`src/ihex_pkg.sv`:
```
// Shared types and constants for the Intel HEX record decoder.
`timescale 1ns / 1ps

package ihex_pkg;

    localparam logic [7:0] CH_COLON = 8'h3A;
    localparam logic [7:0] CH_CR    = 8'h0D;
    localparam logic [7:0] CH_ZERO  = 8'h30;
    localparam logic [7:0] CH_LC_A  = 8'h61;
    localparam logic [7:0] CH_LC_F  = 8'h66;
    localparam logic [7:0] CH_UC_A  = 8'h41;
    localparam logic [7:0] CH_UC_F  = 8'h46;

    localparam logic [7:0] REC_DATA = 8'h00;
    localparam logic [7:0] REC_EOF  = 8'h01;
    localparam logic [7:0] REC_EXT  = 8'h04;

    localparam logic KIND_WORD = 1'b0;
    localparam logic KIND_DONE = 1'b1;

    // Events handed from the character front end to the record engine
    typedef enum logic [1:0] {
        EVT_START = 2'd0,
        EVT_ABORT = 2'd1,
        EVT_BYTE  = 2'd2
    } evt_kind_t;

    typedef struct packed {
        evt_kind_t  kind;
        logic [7:0] data;
    } evt_t;

    // Hex digit value; anything that is not a letter digit maps to c - '0'
    function automatic logic [7:0] digit_value(input logic [7:0] c);
        logic [7:0] v;
        begin
            if (c >= CH_LC_A && c <= CH_LC_F)
            begin
                v = c - CH_LC_A + 8'd10;
            end
            else if (c >= CH_UC_A && c <= CH_UC_F)
            begin
                v = c - CH_UC_A + 8'd10;
            end
            else
            begin
                v = c - CH_ZERO;
            end
            return v;
        end
    endfunction

endpackage

```
`src/ihex_front.sv`:
```
// Character front end: pairs hex digits into bytes and flags record delimiters.
`timescale 1ns / 1ps

module ihex_front
    import ihex_pkg::*;
(
    input  logic       clk,
    input  logic       rst_n,
    input  logic       in_valid,
    output logic       in_stall,
    input  logic [7:0] text_char,
    input  logic       queue_full,
    output logic       push_valid,
    output evt_t       push_evt
);

    logic       pending_reg;
    logic       pending_next;
    logic [3:0] high_nibble_reg;
    logic [3:0] high_nibble_next;
    logic [7:0] digit;
    logic       take;

    assign in_stall = queue_full;
    assign take     = in_valid && !queue_full;
    assign digit    = digit_value(text_char);

    always_comb
    begin
        pending_next     = pending_reg;
        high_nibble_next = high_nibble_reg;
        push_valid       = 1'b0;
        push_evt.kind    = EVT_BYTE;
        push_evt.data    = {high_nibble_reg, 4'h0} + digit;
        if (take)
        begin
            if (text_char == CH_COLON)
            begin
                push_valid    = 1'b1;
                push_evt.kind = EVT_START;
                pending_next  = 1'b0;
            end
            else if (text_char == CH_CR)
            begin
                push_valid    = 1'b1;
                push_evt.kind = EVT_ABORT;
                pending_next  = 1'b0;
            end
            else if (text_char < CH_ZERO)
            begin
                // filler character, dropped
            end
            else if (!pending_reg)
            begin
                high_nibble_next = digit[3:0];
                pending_next     = 1'b1;
            end
            else
            begin
                push_valid   = 1'b1;
                pending_next = 1'b0;
            end
        end
    end

    always_ff @(posedge clk or negedge rst_n)
    begin
        if (!rst_n)
        begin
            pending_reg     <= 1'b0;
            high_nibble_reg <= 4'h0;
        end
        else
        begin
            pending_reg     <= pending_next;
            high_nibble_reg <= high_nibble_next;
        end
    end

endmodule

```
`src/ihex_queue.sv`:
```
// Small event queue between the front end and the record engine.
`timescale 1ns / 1ps

module ihex_queue
    import ihex_pkg::*;
#(
    parameter int DEPTH = 2
)
(
    input  logic clk,
    input  logic rst_n,
    input  logic push,
    input  evt_t push_evt,
    output logic full,
    input  logic pop,
    output logic empty,
    output evt_t pop_evt
);

    localparam int PTR_W = (DEPTH > 1) ? $clog2(DEPTH) : 1;
    localparam int CNT_W = $clog2(DEPTH + 1);
    localparam logic [PTR_W-1:0] LAST = PTR_W'(DEPTH - 1);
    localparam logic [CNT_W-1:0] FULL_CNT = CNT_W'(DEPTH);

    evt_t             slots_reg [DEPTH];
    logic [PTR_W-1:0] wr_ptr_reg;
    logic [PTR_W-1:0] rd_ptr_reg;
    logic [CNT_W-1:0] count_reg;

    assign full    = (count_reg == FULL_CNT);
    assign empty   = (count_reg == '0);
    assign pop_evt = slots_reg[rd_ptr_reg];

    always_ff @(posedge clk)
    begin
        if (push)
        begin
            slots_reg[wr_ptr_reg] <= push_evt;
        end
    end

    always_ff @(posedge clk or negedge rst_n)
    begin
        if (!rst_n)
        begin
            wr_ptr_reg <= '0;
            rd_ptr_reg <= '0;
            count_reg  <= '0;
        end
        else
        begin
            if (push)
            begin
                wr_ptr_reg <= (wr_ptr_reg == LAST) ? '0 : wr_ptr_reg + 1'b1;
            end
            if (pop)
            begin
                rd_ptr_reg <= (rd_ptr_reg == LAST) ? '0 : rd_ptr_reg + 1'b1;
            end
            if (push && !pop)
            begin
                count_reg <= count_reg + 1'b1;
            end
            else if (pop && !push)
            begin
                count_reg <= count_reg - 1'b1;
            end
        end
    end

endmodule

```
`src/ihex_engine.sv`:
```
// Record engine: walks the record fields, packs data words, checks the sum.
`timescale 1ns / 1ps

module ihex_engine
    import ihex_pkg::*;
(
    input  logic        clk,
    input  logic        rst_n,
    input  logic        cfg_wr_en,
    input  logic [31:0] cfg_wr_data,
    input  logic        evt_valid,
    input  evt_t        evt,
    output logic        evt_pop,
    output logic        out_valid,
    input  logic        out_stall,
    output logic        kind,
    output logic [31:0] word_address,
    output logic [31:0] word_data,
    output logic        checksum_bad,
    output logic        end_of_file
);

    typedef enum logic [5:0] {
        PH_IDLE = 6'b000001,
        PH_HEAD = 6'b000010,
        PH_DATA = 6'b000100,
        PH_EXT  = 6'b001000,
        PH_SKIP = 6'b010000,
        PH_SUM  = 6'b100000
    } phase_t;

    phase_t      phase_reg, phase_next;
    logic [1:0]  hidx_reg, hidx_next;
    logic [7:0]  left_reg, left_next;
    logic [7:0]  rkind_reg, rkind_next;
    logic [15:0] low_reg, low_next;
    logic [15:0] upper_reg, upper_next;
    logic [7:0]  ext_reg, ext_next;
    logic [7:0]  sum_reg, sum_next;
    logic [31:0] offset_reg;
    logic [7:0]  wbytes_reg [4];

    logic        out_valid_reg;
    logic        kind_reg;
    logic [31:0] addr_reg;
    logic [31:0] data_reg;
    logic        bad_reg;
    logic        eof_reg;

    logic        res_valid;
    logic        res_kind;
    logic [31:0] res_addr;
    logic [31:0] res_data;
    logic        res_bad;
    logic        res_eof;

    logic [7:0]  b;
    logic [7:0]  sum_add;
    logic [31:0] run_addr;
    logic [31:0] run_inc;
    logic        wb_write;

    assign evt_pop  = evt_valid && (!out_valid_reg || !out_stall);
    assign b        = evt.data;
    assign sum_add  = sum_reg + b;
    assign run_addr = {upper_reg, low_reg};
    assign run_inc  = run_addr + 32'd1;

    always_comb
    begin
        phase_next = phase_reg;
        hidx_next  = hidx_reg;
        left_next  = left_reg;
        rkind_next = rkind_reg;
        low_next   = low_reg;
        upper_next = upper_reg;
        ext_next   = ext_reg;
        sum_next   = sum_reg;
        wb_write   = 1'b0;
        res_valid  = 1'b0;
        res_kind   = KIND_WORD;
        res_addr   = '0;
        res_data   = '0;
        res_bad    = 1'b0;
        res_eof    = 1'b0;
        if (evt_pop)
        begin
            case (evt.kind)
                EVT_START:
                begin
                    phase_next = PH_HEAD;
                    hidx_next  = 2'd0;
                    sum_next   = 8'h00;
                end
                EVT_ABORT:
                begin
                    phase_next = PH_IDLE;
                end
                EVT_BYTE:
                begin
                    if (phase_reg != PH_IDLE)
                    begin
                        sum_next = sum_add;
                    end
                    case (phase_reg)
                        PH_IDLE:
                        begin
                            // bytes outside a record are ignored
                        end
                        PH_HEAD:
                        begin
                            hidx_next = hidx_reg + 2'd1;
                            case (hidx_reg)
                                2'd0: left_next = b;
                                2'd1: low_next  = {b, 8'h00};
                                2'd2: low_next  = {low_reg[15:8], b};
                                default:
                                begin
                                    rkind_next = b;
                                    hidx_next  = 2'd0;
                                    if (b == REC_DATA)
                                    begin
                                        phase_next = (left_reg != 8'd0) ? PH_DATA : PH_SUM;
                                    end
                                    else if (b == REC_EXT)
                                    begin
                                        phase_next = PH_EXT;
                                    end
                                    else if (b == REC_EOF)
                                    begin
                                        phase_next = PH_SUM;
                                    end
                                    else
                                    begin
                                        phase_next = (left_reg != 8'd0) ? PH_SKIP : PH_SUM;
                                    end
                                end
                            endcase
                        end
                        PH_DATA:
                        begin
                            wb_write = 1'b1;
                            if (low_reg[1:0] == 2'd3)
                            begin
                                res_valid = 1'b1;
                                res_kind  = KIND_WORD;
                                res_addr  = {run_addr[31:2], 2'b00} + offset_reg;
                                // current byte bypasses the buffer into the top lane
                                res_data  = {b, wbytes_reg[2], wbytes_reg[1], wbytes_reg[0]};
                            end
                            low_next   = run_inc[15:0];
                            upper_next = run_inc[31:16];
                            left_next  = left_reg - 8'd1;
                            if (left_reg == 8'd1)
                            begin
                                phase_next = PH_SUM;
                            end
                        end
                        PH_EXT:
                        begin
                            if (hidx_reg == 2'd0)
                            begin
                                ext_next  = b;
                                hidx_next = 2'd1;
                            end
                            else
                            begin
                                upper_next = {ext_reg, b};
                                hidx_next  = 2'd0;
                                phase_next = PH_SUM;
                            end
                        end
                        PH_SKIP:
                        begin
                            left_next = left_reg - 8'd1;
                            if (left_reg == 8'd1)
                            begin
                                phase_next = PH_SUM;
                            end
                        end
                        PH_SUM:
                        begin
                            res_valid  = 1'b1;
                            res_kind   = KIND_DONE;
                            res_bad    = (sum_add != 8'h00);
                            res_eof    = (rkind_reg == REC_EOF);
                            phase_next = PH_IDLE;
                        end
                        default:
                        begin
                            phase_next = PH_IDLE;
                        end
                    endcase
                end
                default:
                begin
                    phase_next = phase_reg;
                end
            endcase
        end
    end

    always_ff @(posedge clk)
    begin
        if (wb_write)
        begin
            wbytes_reg[low_reg[1:0]] <= b;
        end
        if (evt_pop && res_valid)
        begin
            kind_reg <= res_kind;
            addr_reg <= res_addr;
            data_reg <= res_data;
            bad_reg  <= res_bad;
            eof_reg  <= res_eof;
        end
    end

    always_ff @(posedge clk or negedge rst_n)
    begin
        if (!rst_n)
        begin
            phase_reg     <= PH_IDLE;
            hidx_reg      <= 2'd0;
            left_reg      <= 8'd0;
            rkind_reg     <= 8'd0;
            low_reg       <= 16'd0;
            upper_reg     <= 16'd0;
            ext_reg       <= 8'd0;
            sum_reg       <= 8'd0;
            offset_reg    <= 32'd0;
            out_valid_reg <= 1'b0;
        end
        else
        begin
            phase_reg <= phase_next;
            hidx_reg  <= hidx_next;
            left_reg  <= left_next;
            rkind_reg <= rkind_next;
            low_reg   <= low_next;
            upper_reg <= upper_next;
            ext_reg   <= ext_next;
            sum_reg   <= sum_next;
            if (cfg_wr_en)
            begin
                offset_reg <= cfg_wr_data;
            end
            if (evt_pop && res_valid)
            begin
                out_valid_reg <= 1'b1;
            end
            else if (!out_stall)
            begin
                out_valid_reg <= 1'b0;
            end
        end
    end

    assign out_valid    = out_valid_reg;
    assign kind         = kind_reg;
    assign word_address = addr_reg;
    assign word_data    = data_reg;
    assign checksum_bad = bad_reg;
    assign end_of_file  = eof_reg;

endmodule

```
`src/intel_hex_record_decoder.sv`:
```
// Top level of the Intel HEX record decoder.
//
//  channel  | handshake              | payload
//  ---------+------------------------+-------------------------------------------
//  in       | in_valid / in_stall    | text_char
//  out      | out_valid / out_stall  | kind, word_address, word_data,
//           |                        | checksum_bad, end_of_file
//  cfg      | cfg_wr_en              | cfg_wr_data (target_offset)
//
// One character per cycle is taken while in_stall is low. Its event enters the queue
// at the edge that takes the character; the record engine pops one event per cycle
// unless out_stall holds back a result in the output register, and loads a result into
// that register at the edge that pops its event.
// Reset is asynchronous; no clearing pass is needed. in_stall rises only when the
// event queue is full, which happens only while out_stall holds a result back.
`timescale 1ns / 1ps

module intel_hex_record_decoder
    import ihex_pkg::*;
#(
    parameter int QUEUE_DEPTH = 2
)
(
    input  logic        clk,
    input  logic        rst_n,
    input  logic        cfg_wr_en,
    input  logic [31:0] cfg_wr_data,
    input  logic        in_valid,
    output logic        in_stall,
    input  logic [7:0]  text_char,
    output logic        out_valid,
    input  logic        out_stall,
    output logic        kind,
    output logic [31:0] word_address,
    output logic [31:0] word_data,
    output logic        checksum_bad,
    output logic        end_of_file
);

    logic q_full;
    logic q_empty;
    logic push_valid;
    evt_t push_evt;
    logic pop;
    evt_t pop_evt;

    ihex_front u_front (
        .clk        (clk),
        .rst_n      (rst_n),
        .in_valid   (in_valid),
        .in_stall   (in_stall),
        .text_char  (text_char),
        .queue_full (q_full),
        .push_valid (push_valid),
        .push_evt   (push_evt)
    );

    ihex_queue #(
        .DEPTH (QUEUE_DEPTH)
    ) u_queue (
        .clk      (clk),
        .rst_n    (rst_n),
        .push     (push_valid),
        .push_evt (push_evt),
        .full     (q_full),
        .pop      (pop),
        .empty    (q_empty),
        .pop_evt  (pop_evt)
    );

    ihex_engine u_engine (
        .clk          (clk),
        .rst_n        (rst_n),
        .cfg_wr_en    (cfg_wr_en),
        .cfg_wr_data  (cfg_wr_data),
        .evt_valid    (!q_empty),
        .evt          (pop_evt),
        .evt_pop      (pop),
        .out_valid    (out_valid),
        .out_stall    (out_stall),
        .kind         (kind),
        .word_address (word_address),
        .word_data    (word_data),
        .checksum_bad (checksum_bad),
        .end_of_file  (end_of_file)
    );

endmodule
```
`config.mk`:
```
export PLATFORM = sky130hd
export DESIGN_NAME = intel_hex_record_decoder
export DESIGN_NICKNAME = d
export VERILOG_FILES = /design/src/ihex_pkg.sv /design/src/ihex_front.sv /design/src/ihex_queue.sv /design/src/ihex_engine.sv /design/src/intel_hex_record_decoder.sv
export SDC_FILE = /design/constraint.sdc
export NUM_CORES = 1
export LEC_CHECK = 0
export BUFFER_PORTS_ARGS = -buffer_cell sky130_fd_sc_hd__buf_2
export CAP_MARGIN = 20
export CORE_MARGIN = 3
export CORE_UTILIZATION = 55
export DETAILED_ROUTE_END_ITERATION = 10
export PLACE_DENSITY_LB_ADDON = 0.3
export SETUP_SLACK_MARGIN = 0.1
export SLEW_MARGIN = 15
export SYNTH_ARGS = -nofsm -noshare
export SYNTH_HDL_FRONTEND = slang
export SYNTH_SLANG_ARGS = --single-unit
```
`constraint.sdc`:
```
create_clock -name clk -period 10.9 [get_ports clk]
set_input_delay 0.545 -clock clk [delete_from_list [all_inputs] [get_ports clk]]
set_output_delay 0.545 -clock clk [all_outputs]
set_load 0.01 [all_outputs]
```
==> impl_metrics.tcl, run 1 <==
set metrics [dict create \
    area_growth_pct 14.1 \
    finalNetCount 1357 \
    setup_viol 0 \
    post_cts_buffers 0 \
    die_area_um2 23300 \
    clockPowerShare_pct 29.3 \
    core_area_um2 20700 \
    synth_edf_count 111 \
    max-cap-violations 0 \
    cp.required_ns 11.06 \
    status "completed" \
    dp.cells 1489 \
    layout_min_cycle_time_ns 4.04 \
    synth_top_flop_cell "dfrtp_1" \
    num_rows 52 \
    clock_tree.root_cell "clkbuf_16" \
    period_share_pct 37.0 \
    fin_setup_tns_ns 0 \
    crit_arrival_ns 4.20 \
    hold_path_class "in -> async" \
    skew_ns 0.0241 \
    post-dp-hpwl_um 18900 \
    dr_wl_met3_um 1840 \
    cp-start-kind "register" \
    first_iter_violations 676 \
    synth-compound-area-share_pct 14.9 \
    hold_buffers 0 \
    synth_seq_area_share_pct 52.4 \
    gp_routability_congestion 0.920 \
    track_usage_pct 22.6 \
    start_util_pct 57.1 \
    grt_max_degree 65 \
    antenna_cells 0 \
    total_power_uw 2890 \
    stdcell_count 1533 \
    pwr-share-comb_pct 30.9 \
    fmax_ghz 0.248 \
    clkTransAtPathRegs_ns 0.06 \
    muxShareOfSynthArea_pct 4.36 \
    cts_max_path_buffers 3 \
    synthArstFlopShare_pct 50.7 \
    vias 8986 \
    p_leak_uw 0.00543 \
    grt.overflow.total 0 \
    r2r_cells 6 \
    worstSetupPathType "reg -> reg" \
    firstDrtPassIters 5 \
    worstReg2RegStart "u_queue.rd_ptr_reg" \
    synth_xor_xnor_area_share_pct 3.56 \
    power_per_cell_area_nw_per_um2 214 \
    port_buffers 113 \
    synth-seq-cells 225 \
    setup.worst_path.start "u_queue.rd_ptr_reg" \
    layout-drive-gt1-share_pct 17.1 \
    final-max-slew-violation-count 0 \
    rsz0062_at_grt "false" \
    drc 0 \
    ys_types 67 \
    switchingPower_uw 997 \
    syn_area_um2 11800 \
    wl_um 26600 \
    synthAdderAreaFrac_pct 7.28 \
    drt-met1-wl_um 11700 \
    h-tree-depth 1 \
    clkSinkCount 225 \
    synthesis.instances 1135 \
    cp-end-kind "register" \
    power_frac_seq_pct 39.8 \
    die_h_um 153 \
    cts_tree "done" \
    detail-route-antenna-nets 0 \
    antenna_found_initial 0 \
    cts-resized-gates 0 \
    critPathMaxFanout 41 \
    routed.top_layer "met4" \
    insertion_delay_ns 0.53 \
    grt_pass1_vias 8609 \
    final_hold_viol_count 0 \
    maxSlewHeadroom_pct 32.0 \
    syn_nets 1247 \
    grt_pass1_wl_um 43900 \
    viasPerCell 5.86 \
    ir_drop_mv 0.125 \
    io_pins 114 \
    p_int_uw 1890 \
    sw_frac_of_total_pct 34.5 \
    yosys_warnings 0 \
    cts_made_buffers 24 \
    synth_top_family_by_area "compound AO/OA/AOI/OAI gates" \
    wl_per_cell_um 17.4 \
    tightest_slew_ns 1.01 \
    routed-wl-met2_um 12400 \
    yosys.area_share.simple_pct 14.7 \
    syn_area_per_cell_um2 10.4 \
    fp.dieW_um 153 \
]
==> logic make-up (layout without fill, tap and decap cells) <==
group / count (synthesis) / in the layout
buf+inv: 85 / 213
mux: 47 / 47
compound gates: 297 / 297
xor+xnor: 48 / 48
fa+ha+maj: 67 / 67
flops: 225 / 225
simple gates: 366 / 366
==> cells in the mapped netlist (all sizes together), types with 3 or more instances <==
cell | number | area, um2
o22ai | 12 | 75.1
a21boi | 6 | 45.0
nor4 | 6 | 37.5
a22oi | 3 | 22.5
a21o | 18 | 135
a21oi | 115 | 591
xnor2 | 29 | 254
nor2 | 109 | 412
and3 | 14 | 87.6
fa | 3 | 60.1
and2 | 32 | 200
mux2i | 11 | 110
xor2 | 19 | 166
nand2b | 3 | 18.8
nand3 | 43 | 215
dfrtp | 113 | 2830
a22o | 7 | 61.3
inv | 44 | 165
clkbuf | 27 | 101
o21a | 5 | 37.5
ha | 64 | 801
a211oi | 5 | 37.5
or3 | 3 | 18.8
nor3 | 26 | 130
o32ai | 3 | 26.3
o21bai | 8 | 60.1
nand4 | 13 | 81.3
mux2 | 36 | 405
buf | 14 | 66.3
o21ai | 85 | 429
nand2 | 99 | 372
edfxtp | 111 | 3330
o31ai | 8 | 65.1
a31oi | 10 | 62.6
and4 | 4 | 35.0
==> worst max-delay path, cell delays in order, from the launching register on <==
cell      delay (ns)
dfrtp_1         0.73
mux2i_1         0.38
ha_1            0.55
and2_1          0.41
nand4b_1        0.35
nand2_2         0.64
buf_4           0.56
==> path summary, 6_finish.rpt <==
kind                                      endpoint  slack, ns
setup / recovery            u_engine.word_data[24]       6.86
hold / removal                u_engine.left_reg[6]       0.13
setup reg to reg            u_engine.word_data[24]       6.86
hold reg to reg              u_engine.rkind_reg[4]       0.48
max in group asynchronous  u_engine.offset_reg[13]       9.57
min in group clk           u_engine.offset_reg[20]       0.25
==> routing by layer <==
metal	vias up	track usage, %
met4	0	5.56
met3	52	3.78
met1	4299	32.1
li1	4333	-
met5	-	0
met2	302	36.8
==> power by group through the flow <==
stage / Sequential [uW] / Clock, uW / Combinational [uW]
floorplan: 1120 / 0 / 669
global placement: 1160 / 0 / 857
detailed placement: 1160 / 0 / 881
CTS: 1150 / 860 / 888
global route: 1170 / 897 / 1000
finish: 1150 / 846 / 892
==> cell type report <==
| class | instances | area [um2] |
|---|---|---|
| Tap cell | 270 | 338 |
| Fill cell | 1659 | 7210 |
| Sequential cell | 225 | 6190 |
| Clock inverter | 17 | 210 |
| Multi-Input combinational cell | 825 | 5300 |
| Inverter | 44 | 165 |
| Clock buffer | 27 | 622 |
| Timing Repair Buffer | 125 | 658 |
==> placed cells by master, fill, tap and decap left out, drive strengths merged, types with 32 or more instances in the layout <==
| master | count |
|---|---|
| nand2 | 99 |
| nor2 | 109 |
| mux2 | 36 |
| dfrtp | 113 |
| edfxtp | 111 |
| nand3 | 43 |
| and2 | 32 |
| ha | 64 |
| inv | 46 |
| buf | 125 |
| o21ai | 85 |
| a21oi | 115 |
==> metrics by stage <==
step	setup slack [ns]	utilization [%]	hold slack [ns]	area, um2
after global placement	7.09	61.1	0.461	12600
after detailed placement	6.90	61.1	0.473	12600
after global routing	6.59	65.2	0.207	13500
final	6.86	65.2	0.128	13500
after CTS	6.85	65.2	0.160	13500
after floorplan	6.77	-	0.249	11800
Power figures use the tool's default switching activity.
==> inputs of run 2 (changes only) <==
==> constraint.sdc (replaced) <==
create_clock -name clk -period 4.1 [get_ports clk]
set_input_delay 0.205 -clock clk [delete_from_list [all_inputs] [get_ports clk]]
set_output_delay 0.205 -clock clk [all_outputs]
set_load 0.01 [all_outputs]
==> impl_metrics.tcl, run 2 (synthesized netlist as in run 1, its figures left out) <==
set metrics [dict create \
    status "completed" \
    fin_setup_tns_ns 0 \
    stdcell_count 1574 \
    finalNetCount 1399 \
    path_delay_family "flip-flops" \
    fmax_ghz 0.307 \
    gp_routability_congestion 0.947 \
    max-cap-violations 0 \
    insertion_delay_ns 0.52 \
    clkSinkCount 225 \
    post_cts_buffers 0 \
    r2r_end "u_engine.checksum_bad" \
    port_buffers 113 \
    setup.worst_path.start "u_queue.rd_ptr_reg" \
    min_path_cells 2 \
    cts_tree "done" \
    pwr-share-comb_pct 31.8 \
    hold_path_class "in -> reg" \
    layout-drive-gt1-share_pct 16.5 \
    worstSetupPathType "reg -> reg" \
    die_area_um2 23300 \
    final_cell_mix "a21oi_1, buf_2, dfrtp_1, edfxtp_1, nor2_1" \
    skew_ns 0.0105 \
    post-dp-hpwl_um 19400 \
    p_leak_uw 0.00558 \
    ir_drop_mv 0.268 \
    wl_um 27600 \
    core_area_um2 20700 \
    power_per_cell_area_nw_per_um2 550 \
    clkTransAtPathRegs_ns 0.06 \
    final_hold_viol_count 0 \
    crit_slowest_cell "dfrtp_1" \
    worstReg2RegStart "u_queue.rd_ptr_reg" \
    clock_tree.root_cell "clkbuf_16" \
    crit_cells 10 \
    track_usage_pct 23.5 \
    power_frac_seq_pct 40.3 \
    cp.required_ns 4.35 \
    start_util_pct 57.1 \
    cts_max_path_buffers 3 \
    placed_area_um2 12700 \
    area_growth_pct 16.9 \
    grt_max_degree 54 \
    critPathMaxFanout 13 \
    first_iter_violations 755 \
    die_h_um 153 \
    path_buf_inv 2 \
    cts_made_buffers 24 \
    r2r_setup_slack_ns 0.84 \
    r2r_cells 10 \
    fp.dieW_um 153 \
    final-max-slew-violation-count 0 \
    sw_frac_of_total_pct 34.4 \
    dp.cells 1495 \
    design_area_um2 13800 \
    critPathCapture "u_engine.checksum_bad" \
    rsz0062_at_grt "false" \
    maxSlewHeadroom_pct 34.6 \
    setup_viol 0 \
    cp-start-kind "register" \
    crit_arrival_ns 3.50 \
    wl_per_cell_um 17.5 \
    critPathMaxStageDelay_ns 0.72 \
    cp-end-kind "register" \
    h-tree-depth 1 \
    period_share_pct 79.4 \
    io_pins 114 \
    vias 9205 \
    path_cells "mux2i_1 > buf_4 > inv_1 > ha_1 > a21o_1 > a21oi_1 > xnor2_1 > or4_1 > nor3_1 > a31oi_1" \
    total_power_uw 7590 \
    tightest_slew_ns 0.972 \
    drc 0 \
    num_rows 52 \
    viasPerCell 5.85 \
    layout_min_cycle_time_ns 3.26 \
    grt.overflow.total 0 \
    firstDrtPassIters 5 \
    detail-route-antenna-nets 0 \
    clockPowerShare_pct 27.9 \
    grt_pass1_wl_um 45300 \
    antenna_found_initial 0 \
    antenna_cells 0 \
    p_int_uw 4980 \
    switchingPower_uw 2610 \
    grt_pass1_vias 9065 \
]
-- run 2: per-stage QoR --
step | worst slack [ns] | util, % | hold WS, ns
3_3_place_gp | 0.972 | 61.4 | 0.311
3_5_place_dp | 0.888 | 61.4 | 0.321
2_1_floorplan | 0.632 | - | -0.0906
4_1_cts | 0.873 | 66.8 | 0.113
5_1_grt | 0.584 | 66.8 | 0.150
6_report | 0.844 | 66.8 | 0.122
-- run 2: worst min path at each step --
stage                      start                      end  slack, ns
detailed placement         rst_n      u_engine.ext_reg[2]       0.32
global placement           rst_n   u_engine.upper_reg[13]       0.31
floorplan                  rst_n      u_engine.ext_reg[0]      -0.09
global route        text_char[0]  u_queue.slots_reg[1][0]       0.15
CTS                 text_char[0]  u_queue.slots_reg[1][0]       0.11
finish              text_char[0]  u_queue.slots_reg[1][0]       0.12
-- run 2: layout make-up --
| cell class | count | area [um2] |
|---|---|---|
| multi-input combinational | 825 | 5300 |
| timing repair buffer | 167 | 1060 |
| inverter | 44 | 165 |
| clock inverter | 11 | 140 |
| sequential | 225 | 6190 |
| fill | 1582 | 6870 |
| tap | 270 | 338 |
| clock buffer | 32 | 631 |
-- run 2: metal layers --
layer	vias to the layer above	global-route usage (%)	part of all wire, %
li1	4420	-	-
met4	0	6.02	2.5
met1	4394	32.1	43
met5	-	0	0
met3	48	3.27	6.8
met2	343	40.1	48
-- run 2: timing repair --
item                                   in CTS  in global routing
resized for setup                           0                  0
hold buffers                               35                  0
endpoints found under the hold margin      86                  0
-- run 2: power by group through the flow --
stage,Combinational [uW],Clock (uW),Sequential (uW)
2_1_floorplan,1780,0,2980
3_3_place_gp,2280,0,3090
3_5_place_dp,2340,0,3100
4_1_cts,2380,2160,3060
5_1_grt,2690,2250,3110
6_report,2410,2120,3060
